## config.mk

```make
export PLATFORM = sky130hd
export DESIGN_NAME = mfde_byte_unit
export DESIGN_NICKNAME = d
export VERILOG_FILES = /design/src/rtl/mono_framebuffer_draw_engine_top_defines.svh /design/src/rtl/mfde_pkg.sv /design/src/rtl/mfde_byte_unit.sv
export SDC_FILE = /design/constraint.sdc
export NUM_CORES = 1
export LEC_CHECK = 0
export BUFFER_PORTS_ARGS = -buffer_cell sky130_fd_sc_hd__buf_2
export CELL_PAD_IN_SITES_DETAIL_PLACEMENT = 0
export CELL_PAD_IN_SITES_GLOBAL_PLACEMENT = 1
export CORE_ASPECT_RATIO = 0.7
export CORE_MARGIN = 2
export CORE_UTILIZATION = 33
export DETAILED_ROUTE_END_ITERATION = 8
export PLACE_DENSITY_LB_ADDON = 0.1
export SYNTH_ARGS = -nofsm -noshare
export SYNTH_HDL_FRONTEND = slang
export SYNTH_SLANG_ARGS = --single-unit
```

## constraint.sdc

```tcl
create_clock -name vclk -period 2.6
set_input_delay 0.26 -clock vclk [all_inputs]
set_output_delay 0.26 -clock vclk [all_outputs]
set_load 0.05 [all_outputs]
```

## src/rtl/mono_framebuffer_draw_engine_top_defines.svh

```systemverilog
// Assertion macros for the monochrome framebuffer draw engine.
// Included by the top level; relies on clk and arst_n being in scope.
`ifndef MONO_FRAMEBUFFER_DRAW_ENGINE_TOP_DEFINES_SVH
`define MONO_FRAMEBUFFER_DRAW_ENGINE_TOP_DEFINES_SVH
`ifndef SYNTHESIS
`define MFDE_ASSERT_IMP(lbl, ante, cons) \
	lbl: assert property (@(posedge clk) disable iff (!arst_n) (ante) |-> (cons)) \
		else $error("mfde assertion failed");
`define MFDE_ASSERT_NEXT(lbl, ante, cons) \
	lbl: assert property (@(posedge clk) disable iff (!arst_n) (ante) |=> (cons)) \
		else $error("mfde assertion failed");
`else
`define MFDE_ASSERT_IMP(lbl, ante, cons)
`define MFDE_ASSERT_NEXT(lbl, ante, cons)
`endif
`endif

```

## src/rtl/mfde_pkg.sv

```systemverilog
// Shared constants, codes and types of the monochrome framebuffer draw engine.
// No dependencies; imported by every module of the block.
`default_nettype none
package mfde_pkg;
	localparam int PANEL_WIDTH  = 128;
	localparam int PANEL_HEIGHT = 256;
	localparam int GLYPH_BYTES  = 4096;

	localparam int FRAME_BYTES = (PANEL_WIDTH * PANEL_HEIGHT + 7) / 8;
	localparam int FB_AW       = $clog2(FRAME_BYTES);
	localparam int GA_W        = $clog2(GLYPH_BYTES);
	localparam int LIN_W       = $clog2(PANEL_WIDTH * PANEL_HEIGHT + 1);
	localparam int XW          = $clog2(PANEL_WIDTH + 1);
	localparam int YW          = $clog2(PANEL_HEIGHT + 1);
	// Sum of a 16-bit coordinate and a 16-bit extent.
	localparam int EXT_W       = 17;
	// Glyph byte address: covers (95 * 63 + 62) and the largest font store.
	localparam int FA_W        = 14;
	localparam int FB_CMP_W    = ((FB_AW > 12) ? FB_AW : 12) + 1;

	localparam logic [2:0] KIND_FILL      = 3'd0;
	localparam logic [2:0] KIND_GLYPH_XY  = 3'd1;
	localparam logic [2:0] KIND_GLYPH_PEN = 3'd2;
	localparam logic [2:0] KIND_FONT      = 3'd3;
	localparam logic [2:0] KIND_READ      = 3'd4;

	localparam logic [0:0] CFG_GLYPH_WIDTH  = 1'b0;
	localparam logic [0:0] CFG_GLYPH_HEIGHT = 1'b1;

	localparam logic [5:0] GLYPH_DIM_RESET = 6'd8;
	localparam logic [3:0] MAX_GLYPH_COLS  = 4'd8;
	localparam logic [7:0] FIRST_CHAR      = 8'h20;
	localparam logic [7:0] LAST_CHAR       = 8'h7F;
	localparam logic [7:0] FB_WHITE        = 8'hFF;

	localparam logic [FB_AW-1:0]        LAST_BYTE  = FB_AW'(FRAME_BYTES - 1);
	localparam logic [LIN_W-1:0]        ROW_STEP   = LIN_W'(PANEL_WIDTH);
	localparam logic signed [EXT_W-1:0] X_LIMIT    = EXT_W'(PANEL_WIDTH);
	localparam logic signed [EXT_W-1:0] Y_LIMIT    = EXT_W'(PANEL_HEIGHT);
	localparam logic [FA_W-1:0]         FONT_LIMIT = FA_W'(GLYPH_BYTES);
	localparam logic [FB_CMP_W-1:0]     FRAME_LIMIT = FB_CMP_W'(FRAME_BYTES);

	// Controls for one read-modify-write of a framebuffer byte.
	typedef struct packed {
		logic       ink;
		logic       use_glyph;
		logic [2:0] lo;
		logic [2:0] hi;
		logic [3:0] off;
	} bu_ctrl_t;
endpackage
`default_nettype wire

```

## src/rtl/mfde_byte_unit.sv

```systemverilog
// Shared pixel unit: builds the span mask and glyph pattern for one byte and merges ink.
// Depends on mfde_pkg for bu_ctrl_t.
`default_nettype none
module mfde_byte_unit import mfde_pkg::*; (
	input  wire bu_ctrl_t   ctrl,
	input  wire logic [7:0] old_byte,
	input  wire logic [7:0] glyph_row,
	output logic      [7:0] new_byte
);
	logic [7:0] mask;
	logic [7:0] pattern;
	logic [7:0] sel;
	logic [3:0] off_neg;

	always_comb begin
		mask    = (8'hFF >> ctrl.lo) & (8'hFF << (3'd7 - ctrl.hi));
		off_neg = 4'd0 - ctrl.off;
		// A negative offset means the byte starts left of glyph column 0.
		if (!ctrl.use_glyph) begin
			pattern = 8'hFF;
		end else if (ctrl.off[3]) begin
			pattern = glyph_row >> off_neg[2:0];
		end else begin
			pattern = glyph_row << ctrl.off[2:0];
		end
		sel      = mask & pattern;
		new_byte = ctrl.ink ? (old_byte | sel) : (old_byte & ~sel);
	end
endmodule
`default_nettype wire

```

# Word level (Yosys, flattened, before mapping)
# Cells that the tools add are included.
# totals
register_bits	0
inputBits	28
output_inout_bits	8
elab_cells	14
# op_classes
addsub	2
shifts	4
mux	3
n_bitwise	5
# ops
op	count
$and A8 B8 Y8	3
$mux W8	3
$not A8 Y8	1
$or A8 B8 Y8	1
$shl A8 B3 Y8	1
$shl A8 B3 Y8 const A	1
$shr A8 B3 Y8	1
$shr A8 B3 Y8 const A	1
$sub A1 B3 Y3 const A	1
$sub A3 B3 Y3 const A	1

# Logic depth before layout (Yosys ltp)
# Gate-level depths: netlist (run 1).
# depth
depth_word	8
mapped_depth	10
ltp_nobuf	7

# Worst setup path after synthesis (run 1)
# No wires, ideal clock.
# synth_timing
path_kind	input-to-output
start	input port ctrl[0] in the netlist's numbering
end	output port new_byte[1]
t_arrival_ns	2.632
t_required_ns	2.340
slack_ns	-0.292
stages	10
n_path_buf	3
cell_sequence	buf_6 > buf_6 > clkinv_1 > ha_1 > buf_6 > mux2_4 > mux4_2 > a21oi_1 > a311oi_1 > mux2_1
# synth_via
elab_chain_cells	8
word_cells_on_any_way	10
cone_classes	add/sub (1); shift (2); mux (3); bitwise (4)
# synth_lines
item	line	rtl
from (decl)	mfde_byte_unit.sv:5	input wire bu_ctrl_t ctrl,
$sub A1 B3 Y3	mfde_byte_unit.sv:17	off_neg = 4'd0 - ctrl.off;
$shr A8 B3 Y8	mfde_byte_unit.sv:22	pattern = glyph_row >> off_neg[2:0];
$mux W8 (*)	mfde_byte_unit.sv:21	end else if (ctrl.off[3]) begin
$mux W8 (*)	mfde_byte_unit.sv:19	if (!ctrl.use_glyph) begin
$and A8 B8 Y8 (*)	mfde_byte_unit.sv:26	sel = mask & pattern;
$not A8 Y8	mfde_byte_unit.sv:27	new_byte = ctrl.ink ? (old_byte | sel) : (old_byte & ~sel);
$and A8 B8 Y8	mfde_byte_unit.sv:27	
$mux W8 (*)	mfde_byte_unit.sv:27	
to (decl)	mfde_byte_unit.sv:8	output logic [7:0] new_byte
# Every way passes the cells marked *; elsewhere a longest branch is shown, timed or not.

# Worst setup path in the final report (run 1)
# Same ends and word-level chain as after synthesis.

==> summary.md, run 1 <==
| Metric | Value |
|---|---|
| Final setup viols | `0` |
| DR vias | `974` |
| Worst path required time | `between 2 and 2.5 ns` |
| Number of port buffers | `36` |
| Design area | `roughly 1100 um2` |
| TritonRoute pass-1 iters | `4` |
| Max-capacitance violation count | `0` |
| Comb power frac | `100.0%` |
| Core ar. | `between 2000 and 2500 um2` |
| Row count | `15` |
| Max VDD drop | `about 0.000094 V` |
| CTS Hold Bufs | `0` |
| Number of synthesis warnings | `0` |
| Via density per instance | `roughly 5.8` |
| Sequential cell area fraction in the yosys report | `0%` |
| Crit path kind | `in2out` |
| Cell Area, Placed | `1080 um2` |
| Post-Syn Area | `~900 um2` |
| Slew Limit Fails | `0` |
| DRC errors left | `0` |
| Sequential cell count | `0` |
| WHS | `roughly 0.9 ns` |
| Antenna cells | `0` |
| Die Width | `roughly 66 um` |
| Setup_tns | `0 ns` |
| Yosys cell types | `36` |
| Starting Density | `35.1%` |
| RePlAce Congestion | `between 0.8 and 0.9` |
| Worst rel slew slack | `~73%` |
| Die area | `a little over 3000 um2` |
| CP Cell Sequence | `buf_2 -> clkinv_4 -> ha_4 -> mux2_2 -> mux4_2 -> a21oi_2 -> a311oi_1 -> mux2_4 -> buf_4` |
| Final Critical Period | `between 2 and 3 ns` |
| Layout overhead on the synthesized area | `25.1%` |
| Initial antenna violation count | `0` |
| Most common cell after layout, fill and taps aside | `buf_2` |
| Register area | `0 um2` |
| First-pass GRT wire length | `~4200 um` |
| CP max FO | `7` |
| Slowest CP cell | `mux4_2` |
| HP Start | `old_byte[1]` |
| NetSw | `0.133 mW` |
| Layout cells sized above 1 | `between 50% and 60%` |
| RSZ-0062 raised after global routing | `yes` |
| Final Cycle Share | `98.8%` |
| Clock buffer count in the final layout | `0` |
| Syn_nets | `between 100 and 150` |
| Power Dens Cells | `217 nW/um2` |
| Die Y-Extent | `approximately 47 um` |
| Post-DP HPWL | `2110 um` |
| Number of fill cells | `257` |
| Critical Path AT | `approximately 2.3 ns` |
| Sequential share of power | `0%` |
| Least-Margin Pin Slew | `around 0.4 ns` |
| Number of global-route vias before repair | `between 800 and 900` |
| Most frequent cells in the layout | `buf_2 (34), mux2_2 (14), nor2_1 (6), mux2i_1 (6), buf_4 (6)` |
| Status | `complete, no violations` |
| Largest net degree at the start of global routing | `18` |
| Crit-path leading delay family | `multiplexers` |
| Post-Syn Instances | `just over 100` |
| Layout net count | `roughly 170` |
| Buffers & Inverters on Critical Path | `3` |
| Gr usage total | `~17%` |
| Clock power frac | `0%` |
| Routed WL | `2570 um` |
| Post-DR wirelength/cell | `about 15 um` |
| CP Launch Type | `primary input` |
| Io pins | `36` |
| Hold Crit Class | `in2out` |
| DR iter-0 viols | `56` |
| Antenna Nets Post-Route | `0` |
| Crit path capture type | `output port` |
| Internal | `roughly 0.10 mW` |
| Net Sw Frac | `55.9%` |
| Crit. Startpoint | `ctrl[0]` |
| Syn_area_per_cell | `between 8 and 9 um2` |
| Core Util, Final | `between 40% and 50%` |
| Final hold violations | `0` |
| F_max | `between 300 and 400 MHz` |
| Crit path largest cell delay | `~0.49 ns` |
| GRT overflow | `0` |
| Leak | `between 0.4 and 0.5 nW` |
==> final cells by class <==
cell class	count	area (um2)	area share (%)
multi-input combinational	88	811	74.0
timing repair buffer	40	215	19.6
tap	34	42.5	3.88
inverter	6	27.5	2.51
==> through the flow <==
stage                     setup WS [ns]  std cells  power, mW
after floorplan                 0.00854        103      0.170
after global placement           0.0338        168      0.231
after detailed placement         0.0152        168      0.232
after CTS                        0.0101        168      0.233
after global routing            -0.0202        168      0.258
final                            0.0302        168      0.238
==> power by group through the flow <==
| stage | logic [mW] | clock network (mW) | registers (mW) |
|---|---|---|---|
| global placement | 0.231 | 0 | 0 |
| global route | 0.258 | 0 | 0 |
| floorplan | 0.170 | 0 | 0 |
| CTS | 0.233 | 0 | 0 |
| detailed placement | 0.232 | 0 | 0 |
| finish | 0.238 | 0 | 0 |
==> synthesized netlist by cell type, drive strengths merged, types with 3 or more instances <==
| cell type | n | area, um2 |
|---|---|---|
| nor3 | 4 | 20.0 |
| o211ai | 5 | 37.5 |
| o21ai | 4 | 20.0 |
| a21oi | 4 | 20.0 |
| o2111ai | 3 | 26.3 |
| mux2i | 6 | 60.1 |
| nand2 | 5 | 18.8 |
| o31ai | 3 | 22.5 |
| buf | 8 | 63.8 |
| nand4 | 3 | 18.8 |
| inv | 5 | 18.8 |
| nand3 | 4 | 20.0 |
| nor2 | 6 | 22.5 |
| mux2 | 17 | 195 |
| a211oi | 4 | 30.0 |
| mux4 | 7 | 165 |
==> logic make-up (layout without fill, tap and decap cells) <==
group / count (synthesis) / count (layout) / synth area share, %
fa+ha+maj: 1 / 1 / 1.43
xor+xnor: 1 / 1 / 1.00
buf+inv: 15 / 46 / 10.3
simple gates: 28 / 28 / 16.7
compound gates: 28 / 28 / 22.6
mux: 30 / 30 / 48.0
==> routing by layer <==
layer  global-route usage [%]  routed length, um
met5                        0                  0
met4                     1.25                 15
met2                     26.9               1080
met3                    0.240                115
met1                     28.3               1360
==> path summary, 6_finish.rpt <==
kind	to	cells after the start	slack, ns
min	new_byte[1]	3	0.90
max	new_byte[1]	9	0.03
==> repair_timing <==
item,4_1_cts,5_1_grt
setup endpoints to repair,0,4
buffers inserted,0,0
gates resized for setup,0,6
==> tightest hold or removal path: stages <==
cell and delay [ns]:
buf_2 0.07, mux2_4 0.12, buf_4 0.18
Power figures use the tool's default switching activity.
==> inputs of run 2 (changes only) <==
ABC_AREA = 1   (was default)
CORE_UTILIZATION = 26   (was 33)
==> run 2 against run 1 <==
Design area decreased by 15%. Sequential share of layout area unchanged. Critical path depth rose by 2. Total power is 14% lower. Synthesized cell count rose by 55%. Cell count increased by 35%. Count of clock-buffer cells in the layout did not move. Core utilization shrank 7.6 points. Fmax grew 16%. Via count grew 17%. Flip-flop and latch count unchanged. Critical endpoint is now new_byte[7]. Largest cell class unchanged.
==> summary.md, run 2 <==
| Metric | Value |
|---|---|
| Crit path capture type | `output port` |
| Leak | `between 0.5 and 0.6 nW` |
| Worst path required time | `around 2.3 ns` |
| Critical Path AT | `between 1.5 and 2 ns` |
| Slew Limit Fails | `0` |
| Most frequent cells in the layout | `nand2_1 (66), nand3_1 (48), buf_2 (36), nor2_1 (12), inv_1 (11)` |
| Crit path largest cell delay | `0.38 ns` |
| Most common cell after layout, fill and taps aside | `nand2_1` |
| Final hold violations | `0` |
| Antenna Nets Post-Route | `0` |
| Placed insts | `around 230` |
| Least-Margin Pin Slew | `0.566 ns` |
| CP Cell Sequence | `buf_2 -> inv_8 -> ha_1 -> inv_1 -> nand2_1 -> nor2_1 -> nor2_1 -> nand3_1 -> nand3_1 -> nand2_1 -> buf_2` |
| Final setup viols | `0` |
| Hold Crit Class | `in2out` |
| GRT overflow | `0` |
| Via density per instance | `roughly 5` |
| First-pass GRT wire length | `between 3000 and 4000 um` |
| Max VDD drop | `~0.000066 V` |
| Number of gates resized after CTS | `0` |
| Routed WL | `approximately 2600 um` |
| TritonRoute pass-1 iters | `4` |
| Multi-input gate area | `about 640 um2` |
| Post-DP HPWL | `2220 um` |
| Crit path kind | `in2out` |
| Setup_tns | `0 ns` |
| Number of synthesis warnings | `0` |
| Die area | `between 3000 and 4000 um2` |
| Top-area cell type share of the netlist area | `between 30% and 40%` |
| Antenna cells | `0` |
| Max-capacitance violation count | `0` |
| Yosys cell types | `15` |
| Layout net count | `around 220` |
| Number of global-route vias before repair | `roughly 900` |
| DR vias | `1140` |
| Io pins | `36` |
| Gr usage total | `between 10% and 20%` |
| Status | `complete, no violations` |
| Cell Count, Final, Fillers Out | `approximately 230` |
| Row count | `15` |
| Core Util, Final | `between 30% and 40%` |
| DRC errors left | `0` |
| Core ar. | `2550 um2` |
| Post-CTS setup buffers | `0` |
| Power Dens Cells | `about 220 nW/um2` |
| HP Start | `old_byte[0]` |
| Register area | `0 um2` |
| Worst rel slew slack | `approximately 62%` |
| Largest net degree at the start of global routing | `10` |
| Synth top area cells | `nand2_1 (34%), nand3_1 (33%), nor2_1 (6.2%)` |
| CP max FO | `9` |
| Layout cells sized above 1 | `between 20% and 30%` |
| Number of port buffers | `36` |
| Total power draw | `slightly above 0.2 mW` |
| CTS Hold Bufs | `0` |
| Die Y-Extent | `between 40 and 50 um` |
| Die Width | `67.1 um` |
| Final Cycle Share | `a little under nine tenths` |
| Starting Density | `between 20% and 30%` |
| Number of fill cells | `roughly 330` |
| Post-Syn Instances | `160` |
| Buffers & Inverters on Critical Path | `4` |
| Synth cell count leaders | `nand2_1 (66), nand3_1 (48), nor2_1 (12)` |
| Slowest CP cell | `ha_1` |
| Top-count cell post-synth | `nand2_1` |
| Clock buffer count in the final layout | `0` |
| Initial antenna violation count | `0` |
| Crit. Startpoint | `ctrl[0]` |
| CP Launch Type | `primary input` |
| Syn_nets | `189` |
| Layout overhead on the synthesized area | `28.0%` |
| Syn_area_per_cell | `4.53 um2` |
| Post-DR wirelength/cell | `about 11 um` |
| Final Critical Period | `about 2.2 ns` |
| Cell taking the most area after synthesis | `nand2_1` |
| Sequential cell count | `0` |
| Sequential cell area fraction in the yosys report | `0%` |
| RePlAce Congestion | `between 0.8 and 0.9` |
| F_max | `~450 MHz` |
| RSZ-0062 raised after global routing | `no` |
| Post-Syn Area | `around 720 um2` |
| Crit-path leading delay family | `buffers and inverters` |
| DR iter-0 viols | `69` |
[run 2: cell count changes in the layout (fill, tap and decap cells not counted), sizes merged, moves of 4 or more]
cell / before / now
o21ai: 4 / 0
nand3: 4 / 48
inv: 5 / 14
buf: 40 / 36
o211ai: 5 / 0
nor3: 4 / 0
nand2: 5 / 70
mux2: 17 / 0
mux4: 7 / 0
mux2i: 6 / 0
nor2: 6 / 12
[run 2: per-layer routing]
| layer | up-vias | part of all wire, % | global-route usage [%] |
|---|---|---|---|
| met5 | - | 0 | 0 |
| met4 | 0 | 0 | 0 |
| met3 | 0 | 6.3 | 0.231 |
| met2 | 44 | 44 | 26.9 |
| met1 | 500 | 50 | 23.2 |
| li1 | 596 | - | - |
[run 2: final timing paths]
kind,end,slack (ns),cells past startpoint
worst max-delay path,new_byte[7],0.39,11
worst min-delay path,new_byte[0],0.90,4
[run 2: cell type report]
cell class	instances	area share, %
Inverter	14	6.48
Tap cell	34	4.59
Multi-Input combinational cell	143	69.5
Timing Repair Buffer	36	19.4
[run 2: power breakdown]
part	total (mW)	leakage (nW)	switching (mW)	internal (mW)
combinational	0.205	0.544	0.141	0.0637
sequential	0	0	0	0
clock	0	0	0	0
total	0.205	0.544	0.141	0.0637
[run 2: tightest hold or removal path, delay by kind of cell]
family	cells	cell delay, ns
buffers and inverters	2	0.29
AND/OR/NAND/NOR	2	0.09
[run 2: logic make-up (layout without fill, tap and decap cells)]
kind of cell / after synthesis / after routing / synth area share, %
compound gates: 9 / 9 / 7.25
fa+ha+maj: 1 / 1 / 1.73
buf+inv: 17 / 50 / 11.1
simple gates: 133 / 133 / 80.0
[run 2: metrics by stage]
stage / hold slack (ns) / area (um2) / setup WS (ns)
2_1_floorplan: 0.839 / 724 / 0.594
3_3_place_gp: 0.897 / 927 / 0.434
3_5_place_dp: 0.903 / 927 / 0.385
4_1_cts: 0.905 / 927 / 0.390
5_1_grt: 0.911 / 927 / 0.229
6_report: 0.901 / 927 / 0.387
==> inputs of run 3 (changes only) <==
GPL_TIMING_DRIVEN = 0   (was default)
RECOVER_POWER = 25   (was default)
==> run 3 against run 2 <==
Routed wire length shrank 0.27%. Critical path type unchanged. Fmax shrank 2.3%. Sequential share of layout area did not move. Critical path depth unchanged. Count of clock-buffer cells in the layout is the same. Worst setup slack got worse by 0.053 ns. Non-clock buffer count unchanged. Flip-flop and latch count did not move. Design area increased by 0.54%. Largest cell class unchanged. Total power grew 0.71%. Via count shrank 0.44%. Hold slack is essentially flat.
==> summary.md, run 3 (synthesis results as in run 2) <==
| Metric | Value |
|---|---|
| Post-DR wirelength/cell | `around 11 um` |
| Max VDD drop | `between 0.00006 and 0.00007 V` |
| CP Cell Sequence | `buf_2 -> inv_2 -> ha_1 -> inv_1 -> nand2_1 -> a21oi_1 -> nand2_1 -> nand2_1 -> nand3_1 -> nand2_1 -> buf_2` |
| Number of gates resized after CTS | `0` |
| Total power draw | `about 0.2 mW` |
| Met3 WL | `between 100 and 150 um` |
| First-pass GRT wire length | `approximately 3900 um` |
| TritonRoute pass-1 iters | `4` |
| Antenna Nets Post-Route | `0` |
| Antenna cells | `0` |
| Final hold violations | `0` |
| Register area | `0 um2` |
| WHS | `around 0.9 ns` |
| Cell Count, Final, Fillers Out | `between 200 and 250` |
| Sequential cell count | `0` |
| Net Sw Frac | `roughly 69%` |
| Power Dens Cells | `between 200 and 250 nW/um2` |
| Crit. Startpoint | `ctrl[1]` |
| CP dominant cell by count | `nand2_1` |
| Post-DP HPWL | `2180 um` |
| Layout overhead on the synthesized area | `28.7%` |
| Io pins | `36` |
| Core Util, Final | `36.5%` |
| Metal-1 WL | `1400 um` |
| Slew Limit Fails | `0` |
| Placed insts | `between 200 and 250` |
| HP Start | `old_byte[5]` |
| Gr usage total | `between 15 and 20%` |
| Row count | `15` |
| Crit path kind | `in2out` |
| CTS Hold Bufs | `0` |
| Sequential share of power | `0%` |
| DRC errors left | `0` |
| CP Launch Type | `primary input` |
| Slowest CP cell | `ha_1` |
| CP max FO | `9` |
| Die Width | `between 60 and 70 um` |
| Number of port buffers | `33` |
| Setup_tns | `0 ns` |
| Die Y-Extent | `48.2 um` |
| DR iter-0 viols | `54` |
| Starting Density | `28.4%` |
| Final Critical Period | `between 2 and 2.5 ns` |
| Internal | `roughly 0.064 mW` |
| Clock buffer count in the final layout | `0` |
| NetSw | `0.142 mW` |
| Critical Path AT | `between 2 and 2.5 ns` |
| Post-CTS setup buffers | `0` |
| Hold Crit Class | `in2out` |
| Max-capacitance violation count | `0` |
| Clock power frac | `0%` |
| F_max | `approximately 440 MHz` |
| Number of global-route vias before repair | `840` |
| Core ar. | `roughly 2600 um2` |
| DR WL met2 | `approximately 1000 um` |
| Die area | `around 3200 um2` |
| Routed WL | `between 2000 and 3000 um` |
| RePlAce Congestion | `between 0.8 and 0.9` |
| Final Cycle Share | `87.2%` |
| Status | `complete, no violations` |
| Most common cell after layout, fill and taps aside | `nand2_1` |
| Least-Margin Pin Slew | `0.603 ns` |
| Leak | `approximately 0.54 nW` |
| Initial antenna violation count | `0` |
| Largest net degree at the start of global routing | `10` |
| Layout cells sized above 1 | `22.3%` |
| GRT overflow | `0` |
| Final setup viols | `0` |
| Top Layer Used | `met4` |
| RSZ-0062 raised after global routing | `no` |
| Most frequent cells in the layout | `nand2_1 (66), nand3_1 (48), buf_2 (32), nor2_1 (12), inv_1 (11)` |
| Comb power frac | `100.0%` |
| Worst path required time | `2.34 ns` |
| Worst rel slew slack | `roughly three fifths` |
| Layout net count | `around 220` |
| Via density per instance | `~5` |
| Crit path largest cell delay | `a little under 0.4 ns` |
| DR vias | `around 1100` |
| Crit path capture type | `output port` |
[run 3: cell count changes in the layout (fill, tap and decap cells not counted)]
cell	delta
clkbuf_2	+2
buf_6	+1
buf_2	-4
clkbuf_1	+1
[run 3: worst paths after layout]
check	to	slack, ns	cells after the start
hold / removal	new_byte[5]	0.90	4
setup / recovery	new_byte[2]	0.33	11
[run 3: worst max-delay path, delay by kind of cell]
kind / cells / cell delay [ns]
AO/OA/AOI/OAI: 1 / 0.14
AND/OR/NAND/NOR: 5 / 0.42
adder cells (fa/ha/maj): 1 / 0.39
buffers and inverters: 4 / 0.80
[run 3: power by group through the flow]
stage | clock network [mW] | registers, mW | logic (mW)
detailed placement | 0 | 0 | 0.204
CTS | 0 | 0 | 0.204
floorplan | 0 | 0 | 0.145
finish | 0 | 0 | 0.206
global placement | 0 | 0 | 0.204
global route | 0 | 0 | 0.228
[run 3: layer usage]
layer	vias up	track usage, %
met1	496	25.8
met2	38	22.4
met5	-	0
li1	599	-
met4	0	0
met3	2	0.462
[run 3: through the flow]
| stage | area (um2) | worst slack (ns) |
|---|---|---|
| 5_1_grt | 932 | 0.173 |
| 6_report | 932 | 0.334 |
| 2_1_floorplan | 724 | 0.594 |
| 3_5_place_dp | 932 | 0.348 |
| 3_3_place_gp | 932 | 0.340 |
| 4_1_cts | 932 | 0.349 |
[run 3: cell type report]
class	instances	area, um2
Inverter	14	60.1
Buffer	3	20.0
Fill cell	316	1620
Timing Repair Buffer	33	165
Multi-Input combinational cell	143	644
Tap cell	34	42.5
